[src/hw/rtl/ubxack_pkg.sv]
// shared types and constants of the frame receiver with acknowledge matching
package ubxack_pkg;

   localparam logic [7:0] SYNC_FIRST  = 8'hB5;
   localparam logic [7:0] SYNC_SECOND = 8'h62;
   localparam logic [7:0] ACK_CLASS   = 8'h05;
   localparam logic [7:0] ACK_ID_ACK  = 8'h01;
   localparam logic [7:0] ACK_ID_NAK  = 8'h00;

   localparam int OUT_LEN_W = 6;
   localparam int OUT_IDX_W = 6;

   localparam logic [15:0] TIMEOUT_RESET = 16'd1000;

   typedef enum logic [1:0] {
      OP_BYTE  = 2'd0,
      OP_TICK  = 2'd1,
      OP_START = 2'd2,
      OP_NONE  = 2'd3
   } op_type;

   typedef enum logic [1:0] {
      CSR_EXPECTED_CLASS = 2'd0,
      CSR_EXPECTED_ID    = 2'd1,
      CSR_TIMEOUT_MS     = 2'd2,
      CSR_UNUSED         = 2'd3
   } csr_index_type;

   typedef enum logic [1:0] {
      ST_OTHER   = 2'd0,
      ST_ACK     = 2'd1,
      ST_NAK     = 2'd2,
      ST_TIMEOUT = 2'd3
   } status_type;

   typedef enum logic [3:0] {
      PH_SYNC1   = 4'd0,
      PH_SYNC2   = 4'd1,
      PH_CLASS   = 4'd2,
      PH_ID      = 4'd3,
      PH_LEN1    = 4'd4,
      PH_LEN2    = 4'd5,
      PH_PAYLOAD = 4'd6,
      PH_CKA     = 4'd7,
      PH_CKB     = 4'd8
   } phase_type;

   typedef enum logic [1:0] {
      BK_IDLE  = 2'd0,
      BK_FETCH = 2'd1,
      BK_LOAD  = 2'd2,
      BK_SHOW  = 2'd3
   } back_state_type;

   // one finished run as handed from the parser to the emitter
   typedef struct packed {
      logic [1:0] status;
      logic [7:0] msg_class;
      logic [7:0] msg_id;
      logic       bank;
   } job_type;

endpackage

[src/hw/rtl/ubxack_if.sv]
// channel interfaces: received items, results and register writes
interface ubxack_req_if;
   logic       valid;
   logic       ready;
   logic [1:0] op;
   logic [7:0] data_byte;
   modport source (output valid, output op, output data_byte, input ready);
   modport sink   (input valid, input op, input data_byte, output ready);
endinterface

interface ubxack_rsp_if;
   logic       valid;
   logic       ready;
   logic [1:0] status;
   logic [7:0] msg_class;
   logic [7:0] msg_id;
   logic [5:0] payload_len;
   logic [5:0] byte_index;
   logic [7:0] payload_byte;
   logic       last;
   modport source (output valid, output status, output msg_class, output msg_id,
                   output payload_len, output byte_index, output payload_byte,
                   output last, input ready);
   modport sink   (input valid, input status, input msg_class, input msg_id,
                   input payload_len, input byte_index, input payload_byte,
                   input last, output ready);
endinterface

interface ubxack_csr_if;
   logic        valid;
   logic        ready;
   logic [1:0]  index;
   logic [15:0] data;
   modport source (output valid, output index, output data, input ready);
   modport sink   (input valid, input index, input data, output ready);
endinterface

[src/hw/rtl/ubxack_ram.sv]
// generic single write port ram with registered read
module ubxack_ram #(
   parameter int WIDTH = 8,
   parameter int DEPTH = 80
) (
   input  logic                     clock,
   input  logic                     wr_en,
   input  logic [$clog2(DEPTH)-1:0] wr_addr,
   input  logic [WIDTH-1:0]         wr_data,
   input  logic                     rd_en,
   input  logic [$clog2(DEPTH)-1:0] rd_addr,
   output logic [WIDTH-1:0]         rd_data
);

   logic [WIDTH-1:0] mem_ff [DEPTH];
   logic [WIDTH-1:0] rd_data_ff;

   always_ff @(posedge clock) begin
      if (wr_en) begin
         mem_ff[wr_addr] <= wr_data;
      end
      if (rd_en) begin
         rd_data_ff <= mem_ff[rd_addr];
      end
   end

   assign rd_data = rd_data_ff;

endmodule

[src/hw/rtl/ubxack_front.sv]
// frame parser: sync hunt, checksum, ack classification and timeout timer
module ubxack_front #(
   parameter int MAX_PAYLOAD = 40,
   parameter int LEN_W       = 6,
   parameter int ADDR_W      = 7
) (
   input  logic                clock,
   input  logic                reset,
   ubxack_req_if.sink          req_if,
   ubxack_csr_if.sink          csr_if,
   input  logic                fifo_full,
   output logic                push,
   output ubxack_pkg::job_type push_job,
   output logic [LEN_W-1:0]    push_len,
   output logic                wr_en,
   output logic [ADDR_W-1:0]   wr_addr,
   output logic [7:0]          wr_data
);

   ubxack_pkg::phase_type phase_ff, phase_in;
   logic [7:0]  sum_a_ff, sum_a_in;
   logic [7:0]  sum_b_ff, sum_b_in;
   logic [7:0]  cka_ff, cka_in;
   logic [7:0]  class_ff, class_in;
   logic [7:0]  id_ff, id_in;
   logic [7:0]  len_lo_ff, len_lo_in;
   logic [LEN_W-1:0] len_ff, len_in;
   logic [LEN_W-1:0] taken_ff, taken_in;
   logic [7:0]  p0_ff, p0_in;
   logic [7:0]  p1_ff, p1_in;
   logic        bank_ff, bank_in;
   logic        awaiting_ff, awaiting_in;
   logic [15:0] elapsed_ff, elapsed_in;
   logic [7:0]  exp_class_ff;
   logic [7:0]  exp_id_ff;
   logic [15:0] timeout_ff;

   logic        accept;
   logic        is_byte;
   logic [7:0]  b;
   logic [7:0]  base_a;
   logic [7:0]  base_b;
   logic [7:0]  fl_a;
   logic [7:0]  fl_b;
   logic [15:0] full_len;
   logic [LEN_W-1:0] taken_inc;
   logic        check_ok;
   logic        ack_match;
   logic [15:0] elapsed_sat;
   logic        timed_out;

   assign req_if.ready = !fifo_full;
   assign csr_if.ready = 1'b1;
   assign accept   = req_if.valid && req_if.ready;
   assign is_byte  = accept && (req_if.op == ubxack_pkg::OP_BYTE);
   assign b        = req_if.data_byte;

   // class byte restarts both sums
   assign base_a    = (phase_ff == ubxack_pkg::PH_CLASS) ? 8'd0 : sum_a_ff;
   assign base_b    = (phase_ff == ubxack_pkg::PH_CLASS) ? 8'd0 : sum_b_ff;
   assign fl_a      = base_a + b;
   assign fl_b      = base_b + fl_a;
   assign full_len  = {b, len_lo_ff};
   assign taken_inc = taken_ff + LEN_W'(1);
   assign check_ok  = (cka_ff == sum_a_ff) && (b == sum_b_ff);
   assign ack_match = (class_ff == ubxack_pkg::ACK_CLASS) && (len_ff == LEN_W'(2))
                      && (p0_ff == exp_class_ff) && (p1_ff == exp_id_ff);
   assign elapsed_sat = (elapsed_ff != 16'hFFFF) ? elapsed_ff + 16'd1 : elapsed_ff;
   assign timed_out   = accept && (req_if.op == ubxack_pkg::OP_TICK) && awaiting_ff
                        && (elapsed_sat >= timeout_ff);

   // next parse phase
   always_comb begin
      phase_in = phase_ff;
      if (accept) begin
         case (req_if.op)
            ubxack_pkg::OP_BYTE: begin
               case (phase_ff)
                  ubxack_pkg::PH_SYNC1: begin
                     phase_in = (b == ubxack_pkg::SYNC_FIRST) ? ubxack_pkg::PH_SYNC2
                                                              : ubxack_pkg::PH_SYNC1;
                  end
                  ubxack_pkg::PH_SYNC2: begin
                     phase_in = (b == ubxack_pkg::SYNC_SECOND) ? ubxack_pkg::PH_CLASS
                                                               : ubxack_pkg::PH_SYNC1;
                  end
                  ubxack_pkg::PH_CLASS: phase_in = ubxack_pkg::PH_ID;
                  ubxack_pkg::PH_ID:    phase_in = ubxack_pkg::PH_LEN1;
                  ubxack_pkg::PH_LEN1:  phase_in = ubxack_pkg::PH_LEN2;
                  ubxack_pkg::PH_LEN2: begin
                     if (full_len == 16'd0) begin
                        phase_in = ubxack_pkg::PH_CKA;
                     end else if (full_len > 16'(MAX_PAYLOAD)) begin
                        phase_in = ubxack_pkg::PH_SYNC1;
                     end else begin
                        phase_in = ubxack_pkg::PH_PAYLOAD;
                     end
                  end
                  ubxack_pkg::PH_PAYLOAD: begin
                     if (taken_inc >= len_ff) begin
                        phase_in = ubxack_pkg::PH_CKA;
                     end
                  end
                  ubxack_pkg::PH_CKA: phase_in = ubxack_pkg::PH_CKB;
                  default:            phase_in = ubxack_pkg::PH_SYNC1;
               endcase
            end
            ubxack_pkg::OP_TICK: begin
               if (timed_out) begin
                  phase_in = ubxack_pkg::PH_SYNC1;
               end
            end
            ubxack_pkg::OP_START: phase_in = ubxack_pkg::PH_SYNC1;
            default: phase_in = phase_ff;
         endcase
      end
   end

   // datapath and job output
   always_comb begin
      sum_a_in    = sum_a_ff;
      sum_b_in    = sum_b_ff;
      cka_in      = cka_ff;
      class_in    = class_ff;
      id_in       = id_ff;
      len_lo_in   = len_lo_ff;
      len_in      = len_ff;
      taken_in    = taken_ff;
      p0_in       = p0_ff;
      p1_in       = p1_ff;
      bank_in     = bank_ff;
      awaiting_in = awaiting_ff;
      elapsed_in  = elapsed_ff;
      push        = 1'b0;
      push_job    = '0;
      push_len    = len_ff;
      wr_en       = 1'b0;
      if (is_byte) begin
         case (phase_ff)
            ubxack_pkg::PH_CLASS: begin
               class_in = b;
               sum_a_in = fl_a;
               sum_b_in = fl_b;
            end
            ubxack_pkg::PH_ID: begin
               id_in    = b;
               sum_a_in = fl_a;
               sum_b_in = fl_b;
            end
            ubxack_pkg::PH_LEN1: begin
               len_lo_in = b;
               sum_a_in  = fl_a;
               sum_b_in  = fl_b;
            end
            ubxack_pkg::PH_LEN2: begin
               len_in   = LEN_W'(full_len);
               taken_in = '0;
               sum_a_in = fl_a;
               sum_b_in = fl_b;
            end
            ubxack_pkg::PH_PAYLOAD: begin
               wr_en    = 1'b1;
               taken_in = taken_inc;
               sum_a_in = fl_a;
               sum_b_in = fl_b;
               if (taken_ff == LEN_W'(0)) begin
                  p0_in = b;
               end
               if (taken_ff == LEN_W'(1)) begin
                  p1_in = b;
               end
            end
            ubxack_pkg::PH_CKA: cka_in = b;
            ubxack_pkg::PH_CKB: begin
               if (check_ok) begin
                  push               = 1'b1;
                  push_job.msg_class = class_ff;
                  push_job.msg_id    = id_ff;
                  push_job.bank      = bank_ff;
                  push_job.status    = ubxack_pkg::ST_OTHER;
                  if (ack_match && id_ff == ubxack_pkg::ACK_ID_ACK) begin
                     push_job.status = ubxack_pkg::ST_ACK;
                     awaiting_in     = 1'b0;
                  end else if (ack_match && id_ff == ubxack_pkg::ACK_ID_NAK) begin
                     push_job.status = ubxack_pkg::ST_NAK;
                     awaiting_in     = 1'b0;
                  end
                  // a run with payload keeps its bank until emitted
                  if (len_ff != '0) begin
                     bank_in = !bank_ff;
                  end
               end
            end
            default: begin
            end
         endcase
      end else if (accept && req_if.op == ubxack_pkg::OP_TICK) begin
         if (awaiting_ff) begin
            elapsed_in = elapsed_sat;
            if (timed_out) begin
               awaiting_in     = 1'b0;
               push            = 1'b1;
               push_job.status = ubxack_pkg::ST_TIMEOUT;
               push_len        = '0;
            end
         end
      end else if (accept && req_if.op == ubxack_pkg::OP_START) begin
         sum_a_in    = 8'd0;
         sum_b_in    = 8'd0;
         taken_in    = '0;
         elapsed_in  = 16'd0;
         awaiting_in = 1'b1;
      end
   end

   assign wr_addr = bank_ff ? (ADDR_W'(taken_ff) + ADDR_W'(MAX_PAYLOAD))
                            : ADDR_W'(taken_ff);
   assign wr_data = b;

   always_ff @(posedge clock) begin
      if (reset) begin
         phase_ff     <= ubxack_pkg::PH_SYNC1;
         sum_a_ff     <= 8'd0;
         sum_b_ff     <= 8'd0;
         taken_ff     <= '0;
         bank_ff      <= 1'b0;
         awaiting_ff  <= 1'b0;
         elapsed_ff   <= 16'd0;
         exp_class_ff <= 8'd0;
         exp_id_ff    <= 8'd0;
         timeout_ff   <= ubxack_pkg::TIMEOUT_RESET;
      end else begin
         phase_ff    <= phase_in;
         sum_a_ff    <= sum_a_in;
         sum_b_ff    <= sum_b_in;
         taken_ff    <= taken_in;
         bank_ff     <= bank_in;
         awaiting_ff <= awaiting_in;
         elapsed_ff  <= elapsed_in;
         if (csr_if.valid) begin
            case (csr_if.index)
               ubxack_pkg::CSR_EXPECTED_CLASS: exp_class_ff <= csr_if.data[7:0];
               ubxack_pkg::CSR_EXPECTED_ID:    exp_id_ff    <= csr_if.data[7:0];
               ubxack_pkg::CSR_TIMEOUT_MS:     timeout_ff   <= csr_if.data;
               default: begin
               end
            endcase
         end
      end
   end

   always_ff @(posedge clock) begin
      cka_ff    <= cka_in;
      class_ff  <= class_in;
      id_ff     <= id_in;
      len_lo_ff <= len_lo_in;
      len_ff    <= len_in;
      p0_ff     <= p0_in;
      p1_ff     <= p1_in;
   end

endmodule

[src/hw/rtl/ubxack_fifo.sv]
// two-entry job queue between parser and emitter
module ubxack_fifo #(
   parameter int DW = 26
) (
   input  logic          clock,
   input  logic          reset,
   input  logic          push,
   input  logic [DW-1:0] push_data,
   output logic          full,
   input  logic          pop,
   output logic          head_valid,
   output logic [DW-1:0] head_data
);

   logic [DW-1:0] data_ff [2];
   logic          wr_ptr_ff, wr_ptr_in;
   logic          rd_ptr_ff, rd_ptr_in;
   logic [1:0]    count_ff, count_in;

   assign full       = (count_ff == 2'd2);
   assign head_valid = (count_ff != 2'd0);
   assign head_data  = data_ff[rd_ptr_ff];

   always_comb begin
      wr_ptr_in = push ? !wr_ptr_ff : wr_ptr_ff;
      rd_ptr_in = pop ? !rd_ptr_ff : rd_ptr_ff;
      count_in  = count_ff;
      if (push && !pop) begin
         count_in = count_ff + 2'd1;
      end else if (pop && !push) begin
         count_in = count_ff - 2'd1;
      end
   end

   always_ff @(posedge clock) begin
      if (reset) begin
         wr_ptr_ff <= 1'b0;
         rd_ptr_ff <= 1'b0;
         count_ff  <= 2'd0;
      end else begin
         wr_ptr_ff <= wr_ptr_in;
         rd_ptr_ff <= rd_ptr_in;
         count_ff  <= count_in;
      end
   end

   always_ff @(posedge clock) begin
      if (push) begin
         data_ff[wr_ptr_ff] <= push_data;
      end
   end

endmodule

[src/hw/rtl/ubxack_back.sv]
// result emitter: walks the payload of the queued run out to the result channel
module ubxack_back #(
   parameter int MAX_PAYLOAD = 40,
   parameter int LEN_W       = 6,
   parameter int ADDR_W      = 7
) (
   input  logic                clock,
   input  logic                reset,
   input  logic                head_valid,
   input  ubxack_pkg::job_type head_job,
   input  logic [LEN_W-1:0]    head_len,
   output logic                pop,
   output logic                rd_en,
   output logic [ADDR_W-1:0]   rd_addr,
   input  logic [7:0]          rd_data,
   ubxack_rsp_if.source        rsp_if
);

   ubxack_pkg::back_state_type state_ff, state_in;
   logic [LEN_W-1:0] idx_ff, idx_in;
   logic [LEN_W-1:0] idx_inc;
   logic [7:0]       byte_ff, byte_in;
   logic             last_ff, last_in;
   logic             load_empty;
   logic             load_byte;
   logic             advance;

   assign idx_inc = idx_ff + LEN_W'(1);

   // next state
   always_comb begin
      state_in = state_ff;
      case (state_ff)
         ubxack_pkg::BK_IDLE: begin
            if (head_valid) begin
               state_in = (head_len == '0) ? ubxack_pkg::BK_SHOW : ubxack_pkg::BK_FETCH;
            end
         end
         ubxack_pkg::BK_FETCH: state_in = ubxack_pkg::BK_LOAD;
         ubxack_pkg::BK_LOAD:  state_in = ubxack_pkg::BK_SHOW;
         ubxack_pkg::BK_SHOW: begin
            if (rsp_if.ready) begin
               state_in = last_ff ? ubxack_pkg::BK_IDLE : ubxack_pkg::BK_FETCH;
            end
         end
         default: state_in = ubxack_pkg::BK_IDLE;
      endcase
   end

   // state outputs
   always_comb begin
      load_empty = 1'b0;
      load_byte  = 1'b0;
      advance    = 1'b0;
      pop        = 1'b0;
      rd_en      = 1'b0;
      case (state_ff)
         ubxack_pkg::BK_IDLE:  load_empty = head_valid && (head_len == '0);
         ubxack_pkg::BK_FETCH: rd_en      = 1'b1;
         ubxack_pkg::BK_LOAD:  load_byte  = 1'b1;
         ubxack_pkg::BK_SHOW: begin
            pop     = rsp_if.ready && last_ff;
            advance = rsp_if.ready && !last_ff;
         end
         default: begin
         end
      endcase
   end

   assign rd_addr = head_job.bank ? (ADDR_W'(idx_ff) + ADDR_W'(MAX_PAYLOAD))
                                  : ADDR_W'(idx_ff);

   always_comb begin
      idx_in  = idx_ff;
      byte_in = byte_ff;
      last_in = last_ff;
      if (state_ff == ubxack_pkg::BK_IDLE) begin
         idx_in = '0;
      end
      if (load_empty) begin
         byte_in = 8'd0;
         last_in = 1'b1;
      end
      if (load_byte) begin
         byte_in = rd_data;
         last_in = (idx_inc == head_len);
      end
      if (advance) begin
         idx_in = idx_inc;
      end
   end

   always_ff @(posedge clock) begin
      if (reset) begin
         state_ff <= ubxack_pkg::BK_IDLE;
      end else begin
         state_ff <= state_in;
      end
   end

   always_ff @(posedge clock) begin
      idx_ff  <= idx_in;
      byte_ff <= byte_in;
      last_ff <= last_in;
   end

   assign rsp_if.valid        = (state_ff == ubxack_pkg::BK_SHOW);
   assign rsp_if.status       = head_job.status;
   assign rsp_if.msg_class    = head_job.msg_class;
   assign rsp_if.msg_id       = head_job.msg_id;
   assign rsp_if.payload_len  = ubxack_pkg::OUT_LEN_W'(head_len);
   assign rsp_if.byte_index   = ubxack_pkg::OUT_IDX_W'(idx_ff);
   assign rsp_if.payload_byte = byte_ff;
   assign rsp_if.last         = last_ff;

endmodule

[src/hw/rtl/ubx_frame_receiver_ack_match_top.sv]
// Frame receiver with acknowledge matching: received bytes, ms ticks and
// start events in on req_if; one transaction per payload byte out on rsp_if
// (one transaction for an empty frame or a timeout); registers on csr_if,
// index 0 expected class, 1 expected id, 2 timeout in ms.
// The parser takes one req transaction per cycle while its job queue has
// room. A frame's payload is written into one of two banks of a payload ram,
// so the next frame can be parsed while the previous one is still emitted.
// Each result transaction with payload passes through the emitter's ram
// read, registered read data and output register with handshake (states
// fetch, load and show); for an empty frame or a timeout the queue head
// goes straight to the output register, with no ram read.
// When rsp_if is stalled the result is held in its output register; the run
// being emitted and one more finished run fit in the queue, then
// req_if.ready drops.
// Reset is synchronous: parser to sync hunting, no acknowledge awaited,
// timeout 1000 ms, expected class and id zero, queue empty.
// csr_if is always ready; writes are meant for when the block is idle.
module ubx_frame_receiver_ack_match_top #(
   parameter int MAX_PAYLOAD = 40
) (
   input  logic         clock,
   input  logic         reset,
   ubxack_req_if.sink   req_if,
   ubxack_rsp_if.source rsp_if,
   ubxack_csr_if.sink   csr_if
);

   localparam int LEN_W  = $clog2(MAX_PAYLOAD + 1);
   localparam int DEPTH  = 2 * MAX_PAYLOAD;
   localparam int ADDR_W = $clog2(DEPTH);
   localparam int JOB_W  = $bits(ubxack_pkg::job_type);
   localparam int DW     = JOB_W + LEN_W;

   logic                push;
   ubxack_pkg::job_type push_job;
   logic [LEN_W-1:0]    push_len;
   logic                fifo_full;
   logic                pop;
   logic                head_valid;
   logic [DW-1:0]       head_data;
   ubxack_pkg::job_type head_job;
   logic [LEN_W-1:0]    head_len;
   logic                wr_en;
   logic [ADDR_W-1:0]   wr_addr;
   logic [7:0]          wr_data;
   logic                rd_en;
   logic [ADDR_W-1:0]   rd_addr;
   logic [7:0]          rd_data;

   ubxack_front #(
      .MAX_PAYLOAD (MAX_PAYLOAD),
      .LEN_W       (LEN_W),
      .ADDR_W      (ADDR_W)
   ) u_front (
      .clock     (clock),
      .reset     (reset),
      .req_if    (req_if),
      .csr_if    (csr_if),
      .fifo_full (fifo_full),
      .push      (push),
      .push_job  (push_job),
      .push_len  (push_len),
      .wr_en     (wr_en),
      .wr_addr   (wr_addr),
      .wr_data   (wr_data)
   );

   ubxack_fifo #(
      .DW (DW)
   ) u_fifo (
      .clock      (clock),
      .reset      (reset),
      .push       (push),
      .push_data  ({push_len, push_job}),
      .full       (fifo_full),
      .pop        (pop),
      .head_valid (head_valid),
      .head_data  (head_data)
   );

   assign head_job = head_data[JOB_W-1:0];
   assign head_len = head_data[DW-1:JOB_W];

   ubxack_ram #(
      .WIDTH (8),
      .DEPTH (DEPTH)
   ) u_ram (
      .clock   (clock),
      .wr_en   (wr_en),
      .wr_addr (wr_addr),
      .wr_data (wr_data),
      .rd_en   (rd_en),
      .rd_addr (rd_addr),
      .rd_data (rd_data)
   );

   ubxack_back #(
      .MAX_PAYLOAD (MAX_PAYLOAD),
      .LEN_W       (LEN_W),
      .ADDR_W      (ADDR_W)
   ) u_back (
      .clock      (clock),
      .reset      (reset),
      .head_valid (head_valid),
      .head_job   (head_job),
      .head_len   (head_len),
      .pop        (pop),
      .rd_en      (rd_en),
      .rd_addr    (rd_addr),
      .rd_data    (rd_data),
      .rsp_if     (rsp_if)
   );

endmodule

[src/flat_wrapper.sv]
// flat-port wrapper written by rule: the top's interface ports become plain ports
module ubx_frame_receiver_ack_match_top_flat 
#(
   parameter int MAX_PAYLOAD = 40
)
  (clock, reset, req_if_valid, req_if_op, req_if_data_byte, req_if_ready, rsp_if_valid, rsp_if_status, rsp_if_msg_class, rsp_if_msg_id, rsp_if_payload_len, rsp_if_byte_index, rsp_if_payload_byte, rsp_if_last, rsp_if_ready, csr_if_valid, csr_if_index, csr_if_data, csr_if_ready);
  ubxack_req_if req_if_i ();
  ubxack_rsp_if rsp_if_i ();
  ubxack_csr_if csr_if_i ();
  input  logic clock;
  input  logic reset;
  input wire logic [$bits(req_if_i.valid)-1:0] req_if_valid;
  input wire logic [$bits(req_if_i.op)-1:0] req_if_op;
  input wire logic [$bits(req_if_i.data_byte)-1:0] req_if_data_byte;
  output wire logic [$bits(req_if_i.ready)-1:0] req_if_ready;
  output wire logic [$bits(rsp_if_i.valid)-1:0] rsp_if_valid;
  output wire logic [$bits(rsp_if_i.status)-1:0] rsp_if_status;
  output wire logic [$bits(rsp_if_i.msg_class)-1:0] rsp_if_msg_class;
  output wire logic [$bits(rsp_if_i.msg_id)-1:0] rsp_if_msg_id;
  output wire logic [$bits(rsp_if_i.payload_len)-1:0] rsp_if_payload_len;
  output wire logic [$bits(rsp_if_i.byte_index)-1:0] rsp_if_byte_index;
  output wire logic [$bits(rsp_if_i.payload_byte)-1:0] rsp_if_payload_byte;
  output wire logic [$bits(rsp_if_i.last)-1:0] rsp_if_last;
  input wire logic [$bits(rsp_if_i.ready)-1:0] rsp_if_ready;
  input wire logic [$bits(csr_if_i.valid)-1:0] csr_if_valid;
  input wire logic [$bits(csr_if_i.index)-1:0] csr_if_index;
  input wire logic [$bits(csr_if_i.data)-1:0] csr_if_data;
  output wire logic [$bits(csr_if_i.ready)-1:0] csr_if_ready;
  assign req_if_i.valid = req_if_valid;
  assign req_if_i.op = req_if_op;
  assign req_if_i.data_byte = req_if_data_byte;
  assign req_if_ready = req_if_i.ready;
  assign rsp_if_valid = rsp_if_i.valid;
  assign rsp_if_status = rsp_if_i.status;
  assign rsp_if_msg_class = rsp_if_i.msg_class;
  assign rsp_if_msg_id = rsp_if_i.msg_id;
  assign rsp_if_payload_len = rsp_if_i.payload_len;
  assign rsp_if_byte_index = rsp_if_i.byte_index;
  assign rsp_if_payload_byte = rsp_if_i.payload_byte;
  assign rsp_if_last = rsp_if_i.last;
  assign rsp_if_i.ready = rsp_if_ready;
  assign csr_if_i.valid = csr_if_valid;
  assign csr_if_i.index = csr_if_index;
  assign csr_if_i.data = csr_if_data;
  assign csr_if_ready = csr_if_i.ready;
  ubx_frame_receiver_ack_match_top #(.MAX_PAYLOAD(MAX_PAYLOAD)) u_core (.clock(clock), .reset(reset), .req_if(req_if_i), .rsp_if(rsp_if_i), .csr_if(csr_if_i));
endmodule
[config.mk]
export PLATFORM = sky130hd
export DESIGN_NAME = ubx_frame_receiver_ack_match_top_flat
export DESIGN_NICKNAME = d
export VERILOG_FILES = /design/src/hw/rtl/ubxack_pkg.sv /design/src/hw/rtl/ubxack_if.sv /design/src/hw/rtl/ubxack_ram.sv /design/src/hw/rtl/ubxack_front.sv /design/src/hw/rtl/ubxack_fifo.sv /design/src/hw/rtl/ubxack_back.sv /design/src/hw/rtl/ubx_frame_receiver_ack_match_top.sv /design/src/flat_wrapper.sv
export SDC_FILE = /design/constraint.sdc
export NUM_CORES = 1
export LEC_CHECK = 0
export BUFFER_PORTS_ARGS = -buffer_cell sky130_fd_sc_hd__clkbuf_2
export CAP_MARGIN = 20
export CORE_MARGIN = 4
export CORE_UTILIZATION = 55
export CTS_BUF_LIST = sky130_fd_sc_hd__clkbuf_8
export CTS_CLUSTER_SIZE = 8
export DETAILED_ROUTE_END_ITERATION = 16
export PLACE_DENSITY = 0.72
export RECOVER_POWER = 100
export SLEW_MARGIN = 30
export SYNTH_ARGS = -nofsm -noshare
export SYNTH_HDL_FRONTEND = slang
export SYNTH_SLANG_ARGS = --single-unit
[constraint.sdc]
create_clock -name clock -period 4.9 [get_ports clock]
set_clock_uncertainty 0.1 [all_clocks]
set_input_delay 0.49 -clock clock [delete_from_list [all_inputs] [get_ports clock]]
set_output_delay 0.49 -clock clock [all_outputs]
set_load 0.05 [all_outputs]
---- Word level (Yosys, flattened, before mapping) ----
Memory sizes are Yosys's and may differ from the RTL's. A register that Yosys moved wholly into a read port is not among the register bits.
Cells that the tools add are included.
word-level totals
  flip-flop bits (word level) ............. 151
  bits in writable memories ............... 690
  input port bits ......................... 33
  memories kept ........................... 2
memory list
  memory                 words  bits a word  rd ports  clocked after Yosys merged registers in  write ports  RTL line           text
  u_core.u_ram.mem_ff    80     8            1         1                                        1            ubxack_ram.sv:15   logic [WIDTH-1:0] mem_ff [DEPTH];
  u_core.u_fifo.data_ff  2      25           1         1                                        1            ubxack_fifo.sv:15  logic [DW-1:0] data_ff [2];
operators by class
  $add $sub $neg .......................... 9
  magnitude comparators ................... 3
  equal/unequal tests ..................... 39
  muxes and demuxes ....................... 80
  bitwise operators ....................... 1
  reductions and logical operators ........ 59
operators with widths
  kind                                                            number
  2-to-1 mux 8 bit                                                10
  2-to-1 mux 16 bit                                               4
  2-to-1 mux 6 bit                                                9
  2-to-1 mux 19 bit                                               2
  == test 8 bit                                                   4
  2-to-1 mux 1 bit                                                32
  one-hot mux 4 bit (8 select lines)                              1
  2-to-1 mux 2 bit                                                12
  AND reduction 2 bit                                             9
  logical AND 1 bit                                               17
  2-to-1 mux 17 bit                                               1
  adder 16 x 1 -> 16 bit, second input constant                   1
  adder 8 bit                                                     2
  == test 4 x 3 -> 1 bit, second input constant                   4
  >= comparator 16 bit                                            1
  greater-than comparator 16 x 6 -> 1 bit, second input constant  1
  logical NOT 16 bit                                              1
  != test 16 bit, second input constant                           1
  AND reduction 3 bit                                             5
  adder 6 x 6 -> 7 bit, second input constant                     2
  2-to-1 mux 7 bit                                                2
  adder 6 x 1 -> 6 bit, second input constant                     2
  logical NOT 6 bit                                               2
  one-hot mux 4 bit (3 select lines)                              1
  33 further kinds                                                65

---- Longest topological paths before layout ----
  depth in word-level cells ............... 14
  depth in mapped cells ................... 20
  mapped depth without buffers ............ 18

---- Modules after synthesis ----
From an unflattened synthesis, not the netlist that was laid out.
unflattened totals
  cell total of the unflattened synthesis .. 2099
  area total of the unflattened synthesis .. 35404.0 um^2
by module, submodules not included
  module        times used  cells each  area each (um^2)
  ubxack_ram    1           1112        24982.7
  ubxack_front  1           779         7216.9
  ubxack_fifo   1           100         2013.2
  ubxack_back   1           108         1191.1

---- Worst setup path before layout ----
OpenSTA, ideal clock, no wires.
  path type ............................... register to register
  from .................................... register u_core.u_front.elapsed_ff[4]
  to ...................................... memory u_core.u_fifo.data_ff[0][0] in the netlist's numbering, enable pin
  setup time .............................. 0.410 ns
  arrival time ............................ 4.115 ns
  slack ................................... 0.275 ns
  stages on the path, launching flop included .. 17
  cell sequence ........................... dfxtp_1 buf_2 and3_1 buf_2 and4_4 and3_1 buf_2 nor4_4 xor2_1 ha_1 nand2_1 o21a_1 a21o_1 or2_2 o22ai_2 or2_2 nor2b_1
between the ends
  longest elaborated chain between the ends .. 10
  elaborated cells between the ends (all ways) .. 11
RTL lines
  item                                                      RTL line                                text
  from (decl)                                               ubxack_front.sv:33                      logic [15:0] elapsed_ff, elapsed_in;
  from (signal assigned)                                    ubxack_front.sv:239                     elapsed_ff <= elapsed_in;
  adder 16 x 1 -> 16 bit or != test 16 bit (tied branches)  ubxack_front.sv:68                      assign elapsed_sat = (elapsed_ff != 16'hFFFF) ? elapsed_ff + 16'd1 : elapsed_ff;
  2-to-1 mux 16 bit *                                       ubxack_front.sv:68
  >= comparator 16 bit *                                    ubxack_front.sv:70                      && (elapsed_sat >= timeout_ff);
  logical AND 1 bit *                                       ubxack_front.sv:70
  2-to-1 mux 1 bit *                                        ubxack_front.sv:200                     if (timed_out) begin
  2-to-1 mux 1 bit *                                        ubxack_front.sv:198                     if (awaiting_ff) begin
  2-to-1 mux 1 bit *                                        ubxack_front.sv:197                     end else if (accept && req_if.op == ubxack_pkg::OP_TICK) begin
  2-to-1 mux 1 bit *                                        ubxack_front.sv:138                     if (is_byte) begin
  via u_core.push                                           ubx_frame_receiver_ack_match_top.sv:34  logic push;
  2-to-1 mux 1 bit *                                        ubxack_fifo.sv:48                       if (push) begin
  2-to-1 mux 1 bit (implied by the code) *                  ubxack_fifo.sv:49                       data_ff[wr_ptr_ff] <= push_data;
  to (decl)                                                 ubxack_fifo.sv:15
Mark *: on every way through the listed nets, which the timed path passes. The rest lies on a longest branch.

---- Worst setup path in the final report ----
  from .................................... register u_core.u_front.elapsed_ff[0]
  to ...................................... register u_core.u_fifo.count_ff[1]
between the ends
  longest elaborated chain between the ends .. 11
  elaborated cells between the ends (all ways) .. 14
RTL lines
  item                                                      RTL line                                text
  adder 16 x 1 -> 16 bit or != test 16 bit (tied branches)  ubxack_front.sv:68
  2-to-1 mux 16 bit *                                       ubxack_front.sv:68
  >= comparator 16 bit *                                    ubxack_front.sv:70
  logical AND 1 bit *                                       ubxack_front.sv:70
  2-to-1 mux 1 bit *                                        ubxack_front.sv:200
  2-to-1 mux 1 bit *                                        ubxack_front.sv:198
  2-to-1 mux 1 bit *                                        ubxack_front.sv:197
  2-to-1 mux 1 bit *                                        ubxack_front.sv:138
  via u_core.push                                           ubx_frame_receiver_ack_match_top.sv:34
  logical NOT 1 bit                                         ubxack_fifo.sv:30                       end else if (pop && !push) begin
  logical AND 1 bit                                         ubxack_fifo.sv:30
  nonzero test 2 bit (no line)                              -
  to (signal assigned)                                      ubxack_fifo.sv:43                       count_ff <= count_in;
  to (decl)                                                 ubxack_fifo.sv:18                       logic [1:0] count_ff, count_in;
Marked as above.
A chain may end at the register's enable or synchronous reset.

==> flow_summary.json <==
{
  "path_class": "reg -> reg",
  "ir_worst_vdd_v": 0.000322,
  "overflow": 0,
  "tightestPinTransition_ns": 4.51,
  "numCtsBuffers": 138,
  "area_growth_pct": 10.9,
  "wire_per_inst_microns": 24.4,
  "htreeDepth": 4,
  "synth_largest_area_cell": "edfxtp_1",
  "grt_pass1_wl_mm": 123,
  "io_pins": 75,
  "grt_use_met3_pct": 5.48,
  "r2r_slack_ns": 0.40,
  "core_sq_um": 63300,
  "cp.required_ns": 5.44,
  "crit_chain": "ha_1 > nand3_1 > nor2_1 > and3_1 > nor2_1 > nand2_1 > xnor2_1 > ha_1 > a21o_1 > a21o_1 > a211oi_1 > o21a_1 > o22ai_1 > or2_2 > ha_1 > or3_1 > a21oi_1",
  "grtUsageMet2_pct": 39.9,
  "post-cts-setup-buffers": 0,
  "yosysWarnings": 0,
  "hold_path_class": "in -> reg",
  "critical-path-top-delay-family": "simple AND/OR/NAND/NOR gates",
  "drc": 0,
  "syn_inst": 2164,
  "synth_common_cells": "edfxtp_1 (767), nor2_1 (181), nand2_1 (180), mux4_2 (165), nand3_1 (84)",
  "fin_setup_tns_ns": 0,
  "final-hold-violation-count": 0,
  "cts_resized": 0,
  "fin_crit_ns": 4.50,
  "path_buf_inv": 0,
  "gp_congestion": 0.876,
  "antenna_found_initial": 5,
  "drt-initial-drc-count": 1990,
  "viasPerCell": 5.99,
  "cp_max_fo": 6,
  "ys_ff_latch": 850,
  "routed_wl_mm": 80.3,
  "worst_hold_startpoint": "rsp_if_ready",
  "hpwl_mm": 51.2,
  "rows": 92,
  "worstRegToRegCells": 17,
  "synth_nets": 2251,
  "clock-sinks": 850,
  "synth_top_area_share_pct": 65.2,
  "via_count": 19700,
  "final_core_util_pct": 61.9,
  "timing.fmax_mhz": 222,
  "grt_usage_pct": 24.2,
  "die_w_microns": 261,
  "crit_path_end_kind": "register",
  "rsz0062_at_grt": "false",
  "worstPathArrival_ns": 5.04,
  "start_kind": "register",
  "synth_flop_cell": "edfxtp_1",
  "initial_utilization_pct": 55.8,
  "fin_nets": 2442,
  "grt_pass1_vias": 20400,
  "slowest_delay_ns": 0.43,
  "clk_path_buf_depth": 3,
  "tritoncts": "built",
  "die_h_microns": 261,
  "max_slew_margin_pct": -200,
  "r2r_end": "u_core.u_fifo.count_ff[1]$_SDFFE_PP0P_",
  "status": "complete, but fails checks",
  "synth_edf_count": 767,
  "clock_latency_ns": 0.76,
  "busiest_layer": "met2",
  "clkTransAtPathRegs_ns": 0.06,
  "ctsHoldBuffers": 21,
  "period_share_pct": 91.9,
  "power_density_nw_per_um2": 430,
  "synth_area_leaders": "edfxtp_1 (65%), mux4_2 (11%), dfxtp_1 (4.7%)",
  "dieArea_sq_um": 68300,
  "finalSetupViolations": 0,
  "r2r-start": "u_core.u_front.elapsed_ff[0]$_SDFFE_PP0P_",
  "io_buffers": 73,
  "crit_top_cell": "ha_1",
  "ys_async_sr_fraction_pct": 0,
  "drt_first_pass_iters": 8,
  "grt_max_degree": 90,
  "whs_path_depth": 4,
  "p_leak_nw": 13.1,
  "layout-drive-gt1-share_pct": 17.1,
  "yosysSeqAreaShare_pct": 69.9,
  "avgSynthCellArea_sq_um": 16.3,
  "root_buffer": "clkbuf_8",
  "ant_nets": 0,
  "maxCapViolCount": 13,
  "violations": "capacitance limit, slew limit",
  "grtUsageMet1_pct": 32.2,
  "path_depth": 17,
  "yosysMostFrequentCell": "edfxtp_1",
  "finalMaxSlewViolations": 735,
  "synth_cell_types": 75,
  "crit_slowest_cell": "dfxtp_1",
  "netlist_area_sq_um": 35300
}
worst max path at each step:
stage                                                         start                                endpoint
after global placement    u_core.u_front.elapsed_ff[0]$_SDFFE_PP0P_  u_core.u_fifo.data_ff[0][16]$_DFFE_PP_
after global routing      u_core.u_front.elapsed_ff[0]$_SDFFE_PP0P_  u_core.u_fifo.count_ff[1]$_SDFFE_PP0P_
after floorplan           u_core.u_front.elapsed_ff[4]$_SDFFE_PP0P_   u_core.u_fifo.data_ff[0][0]$_DFFE_PP_
after CTS                 u_core.u_front.elapsed_ff[0]$_SDFFE_PP0P_  u_core.u_fifo.count_ff[1]$_SDFFE_PP0P_
final                     u_core.u_front.elapsed_ff[0]$_SDFFE_PP0P_  u_core.u_fifo.count_ff[1]$_SDFFE_PP0P_
after detailed placement  u_core.u_front.elapsed_ff[0]$_SDFFE_PP0P_  u_core.u_fifo.count_ff[1]$_SDFFE_PP0P_
routing by layer:
metal / routed length (microns) / vias up
li1: - / 8764
met1: 32000 / 10000
met2: 39700 / 785
met3: 6310 / 160
met4: 2340 / 2
met5: 13 / -
placed cells by master, fill, tap and decap left out, types with 29 or more instances in the layout:
cell type,synthesis,routed
inv_1,41,93
o21ai_0,32,32
xor2_1,52,52
mux2i_1,29,29
nand2_1,180,180
nor2_1,181,180
clkbuf_1,47,76
edfxtp_1,767,767
nand3_1,84,85
dfxtp_1,83,83
ha_1,52,52
clkbuf_8,0,142
nand4_1,30,30
a21oi_1,52,52
clkbuf_2,1,32
mux4_2,165,165
cell type report:
type / count / area (sq um)
Sequential cell: 850 / 24700
Fill cell: 4555 / 24100
Multi-Input combinational cell: 1166 / 9940
Clock buffer: 142 / 1950
Tap cell: 846 / 1060
Timing Repair Buffer: 157 / 920
Clock inverter: 91 / 448
Inverter: 42 / 158
Antenna cell: 1 / 2.50
flip-flops by register name, indices dropped and copies added (netlist names), 2 cells and up, named ones only:
register                           cells
u_core.u_back.rsp_if.byte_index        6
u_core.u_back.rsp_if.payload_byte      8
u_core.u_back.state_ff                 2
u_core.u_fifo.count_ff                 2
u_core.u_fifo.data_ff                 50
u_core.u_front.cka_ff                  8
u_core.u_front.class_ff                8
u_core.u_front.elapsed_ff             16
u_core.u_front.exp_class_ff            8
u_core.u_front.exp_id_ff               8
u_core.u_front.id_ff                   8
u_core.u_front.len_ff                  6
u_core.u_front.len_lo_ff               8
u_core.u_front.p0_ff                   8
u_core.u_front.p1_ff                   8
u_core.u_front.phase_ff                4
u_core.u_front.sum_a_ff                8
u_core.u_front.sum_b_ff                8
u_core.u_front.taken_ff                6
u_core.u_front.timeout_ff             16
u_core.u_ram.mem_ff                  640
u_core.u_ram.rd_data                   8
where the power goes:
group	total, mW	internal (mW)	switching [mW]
clock network	5.44	2.74	2.70
registers	8.10	8.02	0.0844
logic	3.32	1.35	1.97
worst reg2reg max path, stage by stage, from the launching register on:
cell and delay, ns:
dfxtp_1 0.43, ha_1 0.26, nand3_1 0.20, nor2_1 0.22
and3_1 0.41, nor2_1 0.16, nand2_1 0.13, xnor2_1 0.13
ha_1 0.26, a21o_1 0.18, a21o_1 0.17, a211oi_1 0.24
o21a_1 0.24, o22ai_1 0.13, or2_2 0.33, ha_1 0.32
or3_1 0.35, a21oi_1 0.15
kinds of logic after synthesis:
kind of cell | share of synthesized area, %
xor gates and xnor gates | 1.94
buffers and inverters | 1.90
DFF | 69.9
AOI/OAI and AO/OA | 3.07
other | 0.0106
muxes | 12.5
and+or+nand+nor | 8.67
adders and majority gates | 1.96
through the flow:
step | cells | hold WS, ns | setup WS [ns] | total power [mW] | cell area (sq um)
after detailed placement | 3039 | 0.339 | 0.503 | 11.6 | 36800
after floorplan | 2164 | 0.327 | 0.275 | 10.5 | 35300
after CTS | 3293 | 0.0118 | 0.469 | 17.0 | 39400
final | 3295 | 0.120 | 0.397 | 16.9 | 39200
after global routing | 3295 | 0.126 | 0.112 | 17.6 | 39200
after global placement | 3038 | 0.336 | 0.341 | 11.5 | 36800
Note: power is estimated with default switching activity, not from simulation.
